`config.mk`:
```
export PLATFORM = sky130hd
export DESIGN_NAME = combined_lcg_shuffle_rng
export DESIGN_NICKNAME = d
export VERILOG_FILES = /design/src/rtl/core/clsrng_pkg.sv /design/src/rtl/core/clsrng_ctrl.sv /design/src/rtl/core/clsrng_dpath.sv /design/src/rtl/core/combined_lcg_shuffle_rng.sv
export SDC_FILE = /design/constraint.sdc
export NUM_CORES = 2
export LEC_CHECK = 0
export BUFFER_PORTS_ARGS = -buffer_cell sky130_fd_sc_hd__buf_2
export CORE_MARGIN = 8
export CORE_UTILIZATION = 40
export CTS_CLUSTER_DIAMETER = 100
export DETAILED_ROUTE_END_ITERATION = 6
export GPL_TIMING_DRIVEN = 0
export SLEW_MARGIN = 0
export SYNTH_ARGS = -nofsm -noshare
export SYNTH_HDL_FRONTEND = slang
export SYNTH_SLANG_ARGS = --single-unit
export TNS_END_PERCENT = 1
```
`constraint.sdc`:
```
create_clock -name i_clk -period 6.63 [get_ports i_clk]
set_clock_uncertainty 0.1 [all_clocks]
set_input_delay 0.663 -clock i_clk [delete_from_list [all_inputs] [get_ports i_clk]]
set_output_delay 0.663 -clock i_clk [all_outputs]
set_load 0.03 [all_outputs]
```
`src/rtl/core/clsrng_pkg.sv`:
```
`timescale 1ns / 1ps

package clsrng_pkg;

    // field widths
    localparam int DATA_W  = 31;
    localparam int MUL_W   = 16;
    localparam int FOLD_W  = 8;
    localparam int PROD_W  = DATA_W + MUL_W;
    localparam int TDATA_W = 32;

    // default shuffle table depth
    localparam int TABLE_DEPTH = 32;

    // generator constants, both moduli are 2^31 minus a small fold constant
    localparam logic [DATA_W-1:0] MOD_ONE        = 31'd2147483563;
    localparam logic [DATA_W-1:0] MOD_TWO        = 31'd2147483399;
    localparam logic [MUL_W-1:0]  MUL_ONE        = 16'd40014;
    localparam logic [MUL_W-1:0]  MUL_TWO        = 16'd40692;
    localparam logic [FOLD_W-1:0] FOLD_ONE       = 8'd85;
    localparam logic [FOLD_W-1:0] FOLD_TWO       = 8'd249;
    localparam logic [DATA_W-1:0] OUT_MAX        = 31'd2147483562;
    localparam logic [DATA_W-1:0] SEED_TWO_RESET = 31'd123456789;

    // input word kinds carried on tuser
    localparam logic OP_DRAW   = 1'b0;
    localparam logic OP_RESEED = 1'b1;

    // controller states
    typedef enum logic [3:0] {
        S_IDLE,
        S_SEED,
        S_WARM_MUL,
        S_WARM_FOLD,
        S_WARM_FIX,
        S_DRAW_MUL,
        S_DRAW_FOLD,
        S_DRAW_FIX,
        S_DRAW_OUT
    } t_state;

    // controller to datapath
    typedef struct packed {
        logic capture;
        logic load_seed;
        logic fix_one;
        logic fix_two;
        logic warm_write;
        logic cnt_dec;
        logic commit;
    } t_cmd;

    // datapath to controller
    typedef struct packed {
        logic gen1_zero;
        logic cnt_zero;
        logic out_busy;
    } t_status;

endpackage

```
`src/rtl/core/clsrng_ctrl.sv`:
```
`timescale 1ns / 1ps

module clsrng_ctrl (
    input  logic                 i_clk,
    input  logic                 i_rst_n,
    input  logic                 i_s_tvalid,
    output logic                 o_s_tready,
    input  logic                 i_opcode,
    input  clsrng_pkg::t_status  i_status,
    output clsrng_pkg::t_cmd     o_cmd
);

    clsrng_pkg::t_state r_state;
    clsrng_pkg::t_state n_state;

    // state register
    always_ff @(posedge i_clk) begin
        if (!i_rst_n) begin
            r_state <= clsrng_pkg::S_IDLE;
        end else begin
            r_state <= n_state;
        end
    end

    // next state and commands
    always_comb begin
        n_state    = r_state;
        o_cmd      = '0;
        o_s_tready = 1'b0;
        unique case (r_state)
            clsrng_pkg::S_IDLE: begin
                o_s_tready = 1'b1;
                if (i_s_tvalid) begin
                    o_cmd.capture = 1'b1;
                    if (i_opcode == clsrng_pkg::OP_RESEED || i_status.gen1_zero) begin
                        n_state = clsrng_pkg::S_SEED;
                    end else begin
                        n_state = clsrng_pkg::S_DRAW_MUL;
                    end
                end
            end
            clsrng_pkg::S_SEED: begin
                o_cmd.load_seed = 1'b1;
                n_state         = clsrng_pkg::S_WARM_MUL;
            end
            clsrng_pkg::S_WARM_MUL: begin
                n_state = clsrng_pkg::S_WARM_FOLD;
            end
            clsrng_pkg::S_WARM_FOLD: begin
                n_state = clsrng_pkg::S_WARM_FIX;
            end
            clsrng_pkg::S_WARM_FIX: begin
                o_cmd.fix_one    = 1'b1;
                o_cmd.warm_write = 1'b1;
                if (i_status.cnt_zero) begin
                    n_state = clsrng_pkg::S_DRAW_MUL;
                end else begin
                    o_cmd.cnt_dec = 1'b1;
                    n_state       = clsrng_pkg::S_WARM_MUL;
                end
            end
            clsrng_pkg::S_DRAW_MUL: begin
                n_state = clsrng_pkg::S_DRAW_FOLD;
            end
            clsrng_pkg::S_DRAW_FOLD: begin
                n_state = clsrng_pkg::S_DRAW_FIX;
            end
            clsrng_pkg::S_DRAW_FIX: begin
                o_cmd.fix_one = 1'b1;
                o_cmd.fix_two = 1'b1;
                n_state       = clsrng_pkg::S_DRAW_OUT;
            end
            clsrng_pkg::S_DRAW_OUT: begin
                // hold until the output register can take the word
                if (!i_status.out_busy) begin
                    o_cmd.commit = 1'b1;
                    n_state      = clsrng_pkg::S_IDLE;
                end
            end
            default: begin
                n_state = clsrng_pkg::S_IDLE;
            end
        endcase
    end

endmodule

```
`src/rtl/core/clsrng_dpath.sv`:
```
`timescale 1ns / 1ps

module clsrng_dpath #(
    parameter int TABLE_DEPTH = clsrng_pkg::TABLE_DEPTH
) (
    input  logic                            i_clk,
    input  logic                            i_rst_n,
    input  clsrng_pkg::t_cmd                i_cmd,
    output clsrng_pkg::t_status             o_status,
    input  logic                            i_opcode,
    input  logic [clsrng_pkg::DATA_W-1:0]   i_seed,
    output logic                            o_m_tvalid,
    input  logic                            i_m_tready,
    output logic [clsrng_pkg::DATA_W-1:0]   o_value
);

    localparam int    DW      = clsrng_pkg::DATA_W;
    localparam int    PW      = clsrng_pkg::PROD_W;
    localparam int    SLOT_W  = $clog2(TABLE_DEPTH);
    localparam int    CW      = $clog2(TABLE_DEPTH + 8);
    localparam int    QW      = $clog2(TABLE_DEPTH + 2);
    localparam longint BUCKET = 1 + longint'(clsrng_pkg::OUT_MAX) / TABLE_DEPTH;
    localparam longint RECIP  = (64'd1 << 32) / BUCKET;
    localparam int    RW      = $clog2(RECIP + 1);

    logic [DW-1:0]     r_seed;
    logic [DW-1:0]     r_gen1;
    logic [DW-1:0]     r_gen2;
    logic [DW-1:0]     r_out;
    logic [PW-1:0]     r_prod1;
    logic [PW-1:0]     r_prod2;
    logic [DW:0]       r_fold1;
    logic [DW:0]       r_fold2;
    logic [CW-1:0]     r_cnt;
    logic [QW-1:0]     r_qest;
    logic [DW-1:0]     r_rem;
    logic [SLOT_W-1:0] r_slot;
    logic [DW-1:0]     r_rd;
    logic [DW-1:0]     r_res;
    logic              r_valid;
    logic [DW-1:0]     mem [TABLE_DEPTH];

    logic [DW:0]       w_fix1;
    logic [DW:0]       w_fix2;
    logic [DW-1:0]     w_gen1_next;
    logic [DW-1:0]     w_gen2_next;
    logic [DW+RW-1:0]  w_qprod;
    logic [QW-1:0]     w_slot_full;
    logic [SLOT_W-1:0] w_slot;
    logic [DW-1:0]     w_base;
    logic [DW-1:0]     w_diff;
    logic              w_in_table;
    logic              w_we;
    logic [SLOT_W-1:0] w_waddr;
    logic [DW-1:0]     w_wdata;

    // capture the seed of an accepted word, zero and forced reseeds use one
    always_ff @(posedge i_clk) begin
        if (i_cmd.capture) begin
            if (i_opcode == clsrng_pkg::OP_RESEED && i_seed != '0) begin
                r_seed <= i_seed;
            end else begin
                r_seed <= DW'(1);
            end
        end
    end

    // modular multiply, stage one: constant product
    always_ff @(posedge i_clk) begin
        r_prod1 <= PW'(r_gen1) * PW'(clsrng_pkg::MUL_ONE);
        r_prod2 <= PW'(r_gen2) * PW'(clsrng_pkg::MUL_TWO);
    end

    // stage two: fold the bits above 2^31 back in
    always_ff @(posedge i_clk) begin
        r_fold1 <= (DW+1)'(r_prod1[DW-1:0])
                 + (DW+1)'(r_prod1[PW-1:DW]) * (DW+1)'(clsrng_pkg::FOLD_ONE);
        r_fold2 <= (DW+1)'(r_prod2[DW-1:0])
                 + (DW+1)'(r_prod2[PW-1:DW]) * (DW+1)'(clsrng_pkg::FOLD_TWO);
    end

    // stage three: one conditional subtract of the modulus
    always_comb begin
        w_fix1 = (r_fold1 >= {1'b0, clsrng_pkg::MOD_ONE})
               ? r_fold1 - {1'b0, clsrng_pkg::MOD_ONE} : r_fold1;
        w_fix2 = (r_fold2 >= {1'b0, clsrng_pkg::MOD_TWO})
               ? r_fold2 - {1'b0, clsrng_pkg::MOD_TWO} : r_fold2;
    end
    assign w_gen1_next = w_fix1[DW-1:0];
    assign w_gen2_next = w_fix2[DW-1:0];

    // generator registers
    always_ff @(posedge i_clk) begin
        if (!i_rst_n) begin
            r_gen1 <= '0;
            r_gen2 <= clsrng_pkg::SEED_TWO_RESET;
        end else if (i_cmd.load_seed) begin
            r_gen1 <= r_seed;
            r_gen2 <= r_seed;
        end else begin
            if (i_cmd.fix_one) begin
                r_gen1 <= w_gen1_next;
            end
            if (i_cmd.fix_two) begin
                r_gen2 <= w_gen2_next;
            end
        end
    end

    // warm-up step counter, counts down to zero
    always_ff @(posedge i_clk) begin
        if (i_cmd.load_seed) begin
            r_cnt <= CW'(TABLE_DEPTH + 7);
        end else if (i_cmd.cnt_dec) begin
            r_cnt <= r_cnt - CW'(1);
        end
    end
    assign w_in_table = (r_cnt < CW'(TABLE_DEPTH));

    // slot = out / bucket: reciprocal estimate, then one correction
    assign w_qprod = (DW+RW)'(r_out) * (DW+RW)'(RECIP);
    always_ff @(posedge i_clk) begin
        r_qest <= QW'(w_qprod >> 32);
        r_rem  <= r_out - DW'(r_qest) * DW'(BUCKET);
    end
    assign w_slot_full = r_qest + QW'(r_rem >= DW'(BUCKET));
    assign w_slot = (w_slot_full >= QW'(TABLE_DEPTH))
                  ? SLOT_W'(TABLE_DEPTH - 1) : w_slot_full[SLOT_W-1:0];

    // table write port: warm-up fill or draw update
    assign w_we    = (i_cmd.warm_write && w_in_table) || i_cmd.commit;
    assign w_waddr = i_cmd.commit ? r_slot : r_cnt[SLOT_W-1:0];
    assign w_wdata = i_cmd.commit ? r_gen1 : w_gen1_next;

    // shuffle table
    always_ff @(posedge i_clk) begin
        r_rd <= mem[w_slot];
        if (w_we) begin
            mem[w_waddr] <= w_wdata;
        end
    end

    always_ff @(posedge i_clk) begin
        r_slot <= w_slot;
    end

    // table entry minus generator two, wrapped into 1..OUT_MAX
    assign w_base = r_rd - r_gen2;
    assign w_diff = (r_rd > r_gen2) ? w_base : w_base + clsrng_pkg::OUT_MAX;

    // shuffle output state
    always_ff @(posedge i_clk) begin
        if (!i_rst_n) begin
            r_out <= '0;
        end else if (i_cmd.commit) begin
            r_out <= w_diff;
        end else if (i_cmd.warm_write && r_cnt == '0) begin
            r_out <= w_gen1_next;
        end
    end

    // output register
    always_ff @(posedge i_clk) begin
        if (!i_rst_n) begin
            r_valid <= 1'b0;
        end else if (i_cmd.commit) begin
            r_valid <= 1'b1;
        end else if (i_m_tready) begin
            r_valid <= 1'b0;
        end
    end

    always_ff @(posedge i_clk) begin
        if (i_cmd.commit) begin
            r_res <= w_diff;
        end
    end

    assign o_m_tvalid         = r_valid;
    assign o_value            = r_res;
    assign o_status.gen1_zero = (r_gen1 == '0);
    assign o_status.cnt_zero  = (r_cnt == '0);
    assign o_status.out_busy  = r_valid && !i_m_tready;

endmodule

```
`src/rtl/core/combined_lcg_shuffle_rng.sv`:
```
`timescale 1ns / 1ps

// Uniform random integer generator: two multiplicative congruential generators
// (40014 mod 2147483563 and 40692 mod 2147483399) combined through a shuffle
// table of TABLE_DEPTH entries. Each input word is a draw (tuser 0) or a reseed
// from the seed in tdata (tuser 1); every word returns one value in
// 1..2147483562. A draw runs the modular multiply (product, fold, subtract),
// then the registered table read and the combine step. A reseed, and the
// first draw after reset, first run the warm-up of generator one, which
// reuses the same multiply unit. The block takes one word at a time; the
// output register lets the next word be accepted while the last value waits
// on the master side.
module combined_lcg_shuffle_rng #(
    parameter int TABLE_DEPTH = clsrng_pkg::TABLE_DEPTH
) (
    input  logic                               i_clk,
    input  logic                               i_rst_n,
    input  logic                               i_s_tvalid,
    output logic                               o_s_tready,
    input  logic [clsrng_pkg::TDATA_W-1:0]     i_s_tdata,   // seed[30:0], pad
    input  logic                               i_s_tuser,   // opcode
    output logic                               o_m_tvalid,
    input  logic                               i_m_tready,
    output logic [clsrng_pkg::TDATA_W-1:0]     o_m_tdata    // random_value[30:0], pad
);

    clsrng_pkg::t_cmd                w_cmd;
    clsrng_pkg::t_status             w_status;
    logic [clsrng_pkg::DATA_W-1:0]   w_value;

    // sequencer
    clsrng_ctrl u_ctrl (
        .i_clk      (i_clk),
        .i_rst_n    (i_rst_n),
        .i_s_tvalid (i_s_tvalid),
        .o_s_tready (o_s_tready),
        .i_opcode   (i_s_tuser),
        .i_status   (w_status),
        .o_cmd      (w_cmd)
    );

    // generators, shuffle table and output register
    clsrng_dpath #(
        .TABLE_DEPTH (TABLE_DEPTH)
    ) u_dpath (
        .i_clk      (i_clk),
        .i_rst_n    (i_rst_n),
        .i_cmd      (w_cmd),
        .o_status   (w_status),
        .i_opcode   (i_s_tuser),
        .i_seed     (i_s_tdata[clsrng_pkg::DATA_W-1:0]),
        .o_m_tvalid (o_m_tvalid),
        .i_m_tready (i_m_tready),
        .o_value    (w_value)
    );

    assign o_m_tdata = {1'b0, w_value};

endmodule
```
After elaboration in Yosys (flattened, before gate mapping). Memories as Yosys holds them, arrays and structs flattened. A register that Yosys moved wholly into a read port is not among the register bits. Cells that the tools add are included. W data, S select, Z words.

Bits of input ports: 37. Output and inout port bits: 34. Memories kept: 1. Register bits: 362. Logic and storage cells: 94. Bits in writable memories: 992.

Memories: u_dpath.mem (depth 32, bits a word 31, rd ports 1, clocked after memory_dff 1, write ports 1, line clsrng_dpath.sv:41) `logic [DW-1:0] mem [TABLE_DEPTH];`.

Muxes and demuxes: 31. $add $sub $neg: 9. Equal/unequal tests: 10. Order comparisons: 6. Reduce and logical (&&, ||, !) cells: 17. $mul: 5.

Operator list (count): $mux W31 (10); $ge A32 B31 Y1 const B (2); $sub A31 B31 Y31 (2); $sub A31 B31 Y31 const B (2); $mul A31 B15 Y46 const B (1); $mul A31 B14 Y45 const B (1); $pmux W4 S9 (1); $add A31 B23 Y32 (1); $add A31 B24 Y32 (1); $add A31 B31 Y31 const B (1); $ge A31 B26 Y1 const B (1); $gt A31 B31 Y1 (1); $logic_not A31 Y1 (1); $reduce_bool A31 Y1 (1); $mul A5 B25 Y30 const B (1); $mul A16 B8 Y24 const B (1); $mul A16 B7 Y23 const B (1); $eq A4 B3 Y1 const B (4); $mux W1 (13); $mux W5 (2); $eq A4 B2 Y1 const B (2); $mux W4 (2); $reduce_bool A2 Y1 (4); $add A5 B1 Y6 (1); 15 further kinds (21).

Depth between registers and ports, before layout.
Depth in word-level cells: 7. Mapped depth: 25. Depth with buffers taken out: 25.

Hierarchy. From an unflattened synthesis, not the netlist that was laid out.

Cell total of the unflattened synthesis: 6783. Area total of the unflattened synthesis: 78129.9 um^2.

By module, submodules not included: clsrng_dpath (sequential area each 38156.6 um^2, area an instance 77880.9 um^2, instances 1, cells each 6750); clsrng_ctrl (sequential area each 80.1 um^2, area an instance 237.7 um^2, instances 1, cells each 31); combined_lcg_shuffle_rng (sequential area each 0.0 um^2, area an instance 11.3 um^2, instances 1, cells each 2).

Least setup slack after synthesis. No wires, ideal clock.

Path type: flip-flop to flip-flop. Start point: register u_dpath.r_gen2[7]. End point: register u_dpath.r_prod2[46]. Arrival time: 5.877 ns. Stages on the path, launching flop included: 21. Setup slack: 0.536 ns. Setup time: 0.117 ns. Required time: 6.413 ns. Path buffers: 0. Clock period less this slack: 6.094 ns. Cells stage by stage: dfxtp_1 fa_1 fa_1 inv_1 fa_1 fa_1 fa_1 inv_1 fa_1 ha_1 a211oi_1 nor2_1 or3_1 a211oi_1 a311oi_1 o311ai_0 a21oi_1 a21oi_1 o21ai_0 a31o_2 xor2_1.

Word-level cells in the longest chain between the ends: 1.

Ends and longest elaborated chain: start, declared (line clsrng_dpath.sv:28) `logic [DW-1:0] r_gen2;`; start signal, assigned (line clsrng_dpath.sv:96) `r_gen2 <= clsrng_pkg::SEED_TWO_RESET;`; start signal, assigned (line clsrng_dpath.sv:99) `r_gen2 <= r_seed;`; start signal, assigned (line clsrng_dpath.sv:105) `r_gen2 <= w_gen2_next;`; $mul A31 B14 Y45 (line clsrng_dpath.sv:71) `r_prod2 <= PW'(r_gen2) * PW'(clsrng_pkg::MUL_TWO);`; end signal, assigned (line clsrng_dpath.sv:71); end, declared (line clsrng_dpath.sv:31) `logic [PW-1:0] r_prod2;`.

No other way between the ends. A chain may end at the register's enable or synchronous reset.

Final worst setup path.
Start point: register u_dpath.r_gen2[8]. End point: register u_dpath.r_prod2[41].

Same word-level chain as after synthesis.

==> metrics.md <==
| Metric | Value |
|---|---|
| Status | `complete, no violations` |
| Die area | `209000 um^2` |
| Fin. Hold Viols | `0` |
| Least-Margin Pin Slew | `1460 ps` |
| R2r setup slk | `210 ps` |
| Clock root buffer master | `clkbuf_16` |
| Final setup viols | `0` |
| Chip width | `457 um` |
| Post-Syn Area per Cell | `11.5 um^2` |
| Row Count | `162` |
| CP Data Arrival Time | `6980 ps` |
| Post-route cell area | `88600 um^2` |
| Area after DPL | `83500 um^2` |
| Crit Path Class | `flip-flop to flip-flop` |
| Hold Path Origin | `i_s_tdata[14]` |
| Initial antenna violation count | `8` |
| Asr flop ratio synth | `0` |
| Initial core utilization | `0.401` |
| Detailed Route WL | `239000 um` |
| Clk Latency, worst-skew pair | `810 ps` |
| CTS H-tree depth | `4` |
| # port buffers | `67` |
| Critical path startpoint category | `flip-flop` |
| Post-Syn Area | `77800 um^2` |
| Core ar. | `194000 um^2` |
| Count of cell types in the netlist | `100` |
| Crit-path cells | `fa_1 > ha_1 > inv_1 > fa_1 > inv_1 > fa_1 > fa_1 > inv_1 > fa_1 > inv_1 > ha_1 > or4_1 > a21oi_1 > nor2_1 > a311o_1 > a21oi_2 > a31oi_2 > o41ai_4 > buf_4 > o21ai_0 > xor2_1` |
| Layout cells sized above 1 | `0.0754` |
| Final Max Slew Viols | `0` |
| R2R depth | `21` |
| CP peak stage delay | `560 ps` |
| Max-capacitance violation count | `0` |
| Hold Path Depth | `2` |
| Crit-path slowest cell | `or4_1` |
| Seq/Total Area, Yosys | `0.491` |
| Tcrit/Tclk final | `0.968` |
| Vias/cell | `5.61` |
| Worst Path Buf+Inv | `5` |
| Crit. End Element | `flip-flop` |
| Total number of vias | `54400` |
| Detailed Routing Iterations Pass 1 | `6` |
| Final nets | `8091` |
| Drt drc | `0` |
| Largest net degree at the start of global routing | `33` |
| Clock transition at path regs | `60 ps` |
| Post-synthesis cell count | `6747` |
| CTS Sinks | `1383` |
| RR Startpoint | `u_dpath.r_gen2[8]` |
| First-pass GRT wire length | `348000 um` |
| # IOs | `71` |
| WHS Endpoint | `u_dpath.r_seed[14]` |
| Maximum fanout along the worst path | `9` |
| Relative slew slack | `0.0193` |
| Placed wire-length estimate | `181000 um` |
| GRT overflow | `0` |
| EDFF count, synth | `1054` |
| First-iteration detailed-routing DRC count | `5337` |
| Routed length per instance | `24.6 um` |
| Vias in the first global route | `53900` |
| CTS max path bufs | `3` |
| Syn Nets | `7799` |
| CP top delay family | `adder cells` |
| Die Y | `457 um` |
| Most used cell, CP | `fa_1` |
| Worst path required time | `7190 ps` |
| Gpl congestion | `0.965` |
| Number of routed nets with antenna violations | `0` |
| F_max | `0.156 GHz` |
| Post-layout minimum cycle time | `6420 ps` |
| RSZ-0062 raised after global routing | `true` |
| Yosys warnings | `0` |
| Post-synth top flop | `edfxtp_1` |
| FF+latch count, synth | `1383` |
| Area Growth Syn to Fin | `13.8%` |
| Cts bufs inserted | `145` |
| RR Endpoint | `u_dpath.r_prod2[41]` |
| Worst min-delay path class | `input pin to flip-flop` |
| GRT Util Overall | `0.221` |
| TritonCTS clock tree | `built` |
-- area by class of cell --
type | instances | area, um^2
fill | 17600 | 106000
clock buffer | 184 | 3860
clock inverter | 75 | 912
antenna | 7 | 17.5
timing repair buffer | 145 | 1950
inverter | 814 | 3060
sequential | 1383 | 38300
buffer | 290 | 1120
tap | 2542 | 3180
multi-input combinational | 4260 | 36200
-- repair_timing --
action	CTS	global route
pin swaps	2	7
hold buffers	0	0
setup buffers	1	12
setup endpoints to repair	22	28
resized for setup	34	44
-- per-layer routing --
layer	GRT usage	wire length (um)	vias up
met3	0.0483	19100	503
met2	0.357	110000	2191
li1	-	-	24600
met1	0.284	96600	27100
met4	0.100	12800	2
met5	0	13	-
-- registers in the layout, summed over array words and instances (netlist names), 32 cells and up --
register and cells:
u_dpath.mem 992, u_dpath.r_fold1 32, u_dpath.r_fold2 32, u_dpath.r_prod1 46, u_dpath.r_prod2 45
-- Yosys cell counts, drive strengths merged (11+ instances only) --
| master | instances | area share |
|---|---|---|
| o21a | 29 | 0.0028 |
| o31ai | 44 | 0.0042 |
| dfxtp | 329 | 0.085 |
| a211oi | 64 | 0.0062 |
| nor2 | 278 | 0.013 |
| inv | 811 | 0.039 |
| o221ai | 253 | 0.029 |
| clkbuf | 256 | 0.012 |
| a21oi | 404 | 0.026 |
| nand2 | 683 | 0.033 |
| and4 | 12 | 0.0014 |
| a311oi | 96 | 0.011 |
| and2 | 46 | 0.0037 |
| a21o | 82 | 0.0079 |
| nand2b | 43 | 0.0036 |
| a31o | 16 | 0.0019 |
| nor3 | 50 | 0.0033 |
| fa | 465 | 0.12 |
| o21ai | 115 | 0.0075 |
| nor2b | 69 | 0.0056 |
| o21bai | 28 | 0.0027 |
| nand4 | 39 | 0.0031 |
| nand3 | 338 | 0.022 |
| and3 | 26 | 0.0022 |
| ha | 550 | 0.088 |
| o311ai | 11 | 0.0012 |
| xnor2 | 174 | 0.020 |
| xor2 | 103 | 0.012 |
| buf | 34 | 0.0020 |
| or2 | 13 | 0.0010 |
| or3 | 16 | 0.0014 |
| edfxtp | 1054 | 0.41 |
| a31oi | 54 | 0.0043 |
| nor4 | 24 | 0.0022 |
| o211ai | 27 | 0.0026 |
-- metrics by stage --
| step | std cells | setup WS (ps) | setup TNS [ps] | util | hold slack [ps] |
|---|---|---|---|---|---|
| finish | 9700 | 209 | 0 | 0.456 | 62.4 |
| CTS | 9681 | -21.7 | -21.7 | 0.455 | 15.1 |
| global placement | 9356 | -1060 | -178400 | 0.419 | 342 |
| global route | 9696 | -53.1 | -89.0 | 0.456 | 40.8 |
| detailed placement | 9421 | -933 | -8640 | 0.430 | 346 |
| floorplan | 6747 | 536 | 0 | - | 256 |
-- kinds of logic after synthesis --
group,Yosys count,share of synthesized area
AO/OA/AOI/OAI,1289,0.115
flip-flops,1383,0.491
multiplexers,6,0.000788
buffers and inverters,1104,0.0537
XOR/XNOR,277,0.0314
AND/OR/NAND/NOR,1672,0.0994
other,1,0.0000482
adder cells (fa/ha/maj),1015,0.208
-- how the worst max path moves through the flow --
stage / cells after the start / endpoint / slack, ps / from
after global placement: 7 / u_dpath.mem[8][19] / -1060 / i_m_tready
final: 21 / u_dpath.r_prod2[41] / 210 / u_dpath.r_gen2[8]
after floorplan: 20 / u_dpath.r_prod2[46] / 540 / u_dpath.r_gen2[7]
after CTS: 20 / u_dpath.r_prod2[46] / -20 / u_dpath.r_gen2[7]
after global routing: 21 / u_dpath.r_prod2[41] / -50 / u_dpath.r_gen2[8]
after detailed placement: 20 / u_dpath.r_prod2[46] / -930 / u_dpath.r_gen2[7]
-- cell usage in the layout (no fill, tap or decap), types with 20 or more instances in the layout --
cell,n
dfxtp_1,298
o221ai_1,252
inv_1,811
o211ai_1,27
nor2_4,32
edfxtp_1,1054
o21ai_0,103
clkbuf_16,147
nand4_1,39
nand2_1,683
buf_2,72
nand3_1,338
clkinv_1,26
nand2b_1,42
nor2_1,245
and3_1,25
o21bai_1,27
clkbuf_1,288
buf_16,30
nor2b_1,67
xor2_1,103
nor3_1,48
a21oi_4,33
xnor2_1,172
a211oi_1,60
fa_1,464
nor4_1,22
a31oi_1,52
dfxtp_2,20
o31ai_1,43
a311oi_1,95
o21a_1,29
and2_1,45
a21oi_1,361
a21o_1,82
ha_1,549
buf_12,34
buf_1,25
Power is left out: the tool's default activity adds up to more than one toggle a clock period on the data nets, which glitch-free logic cannot reach.
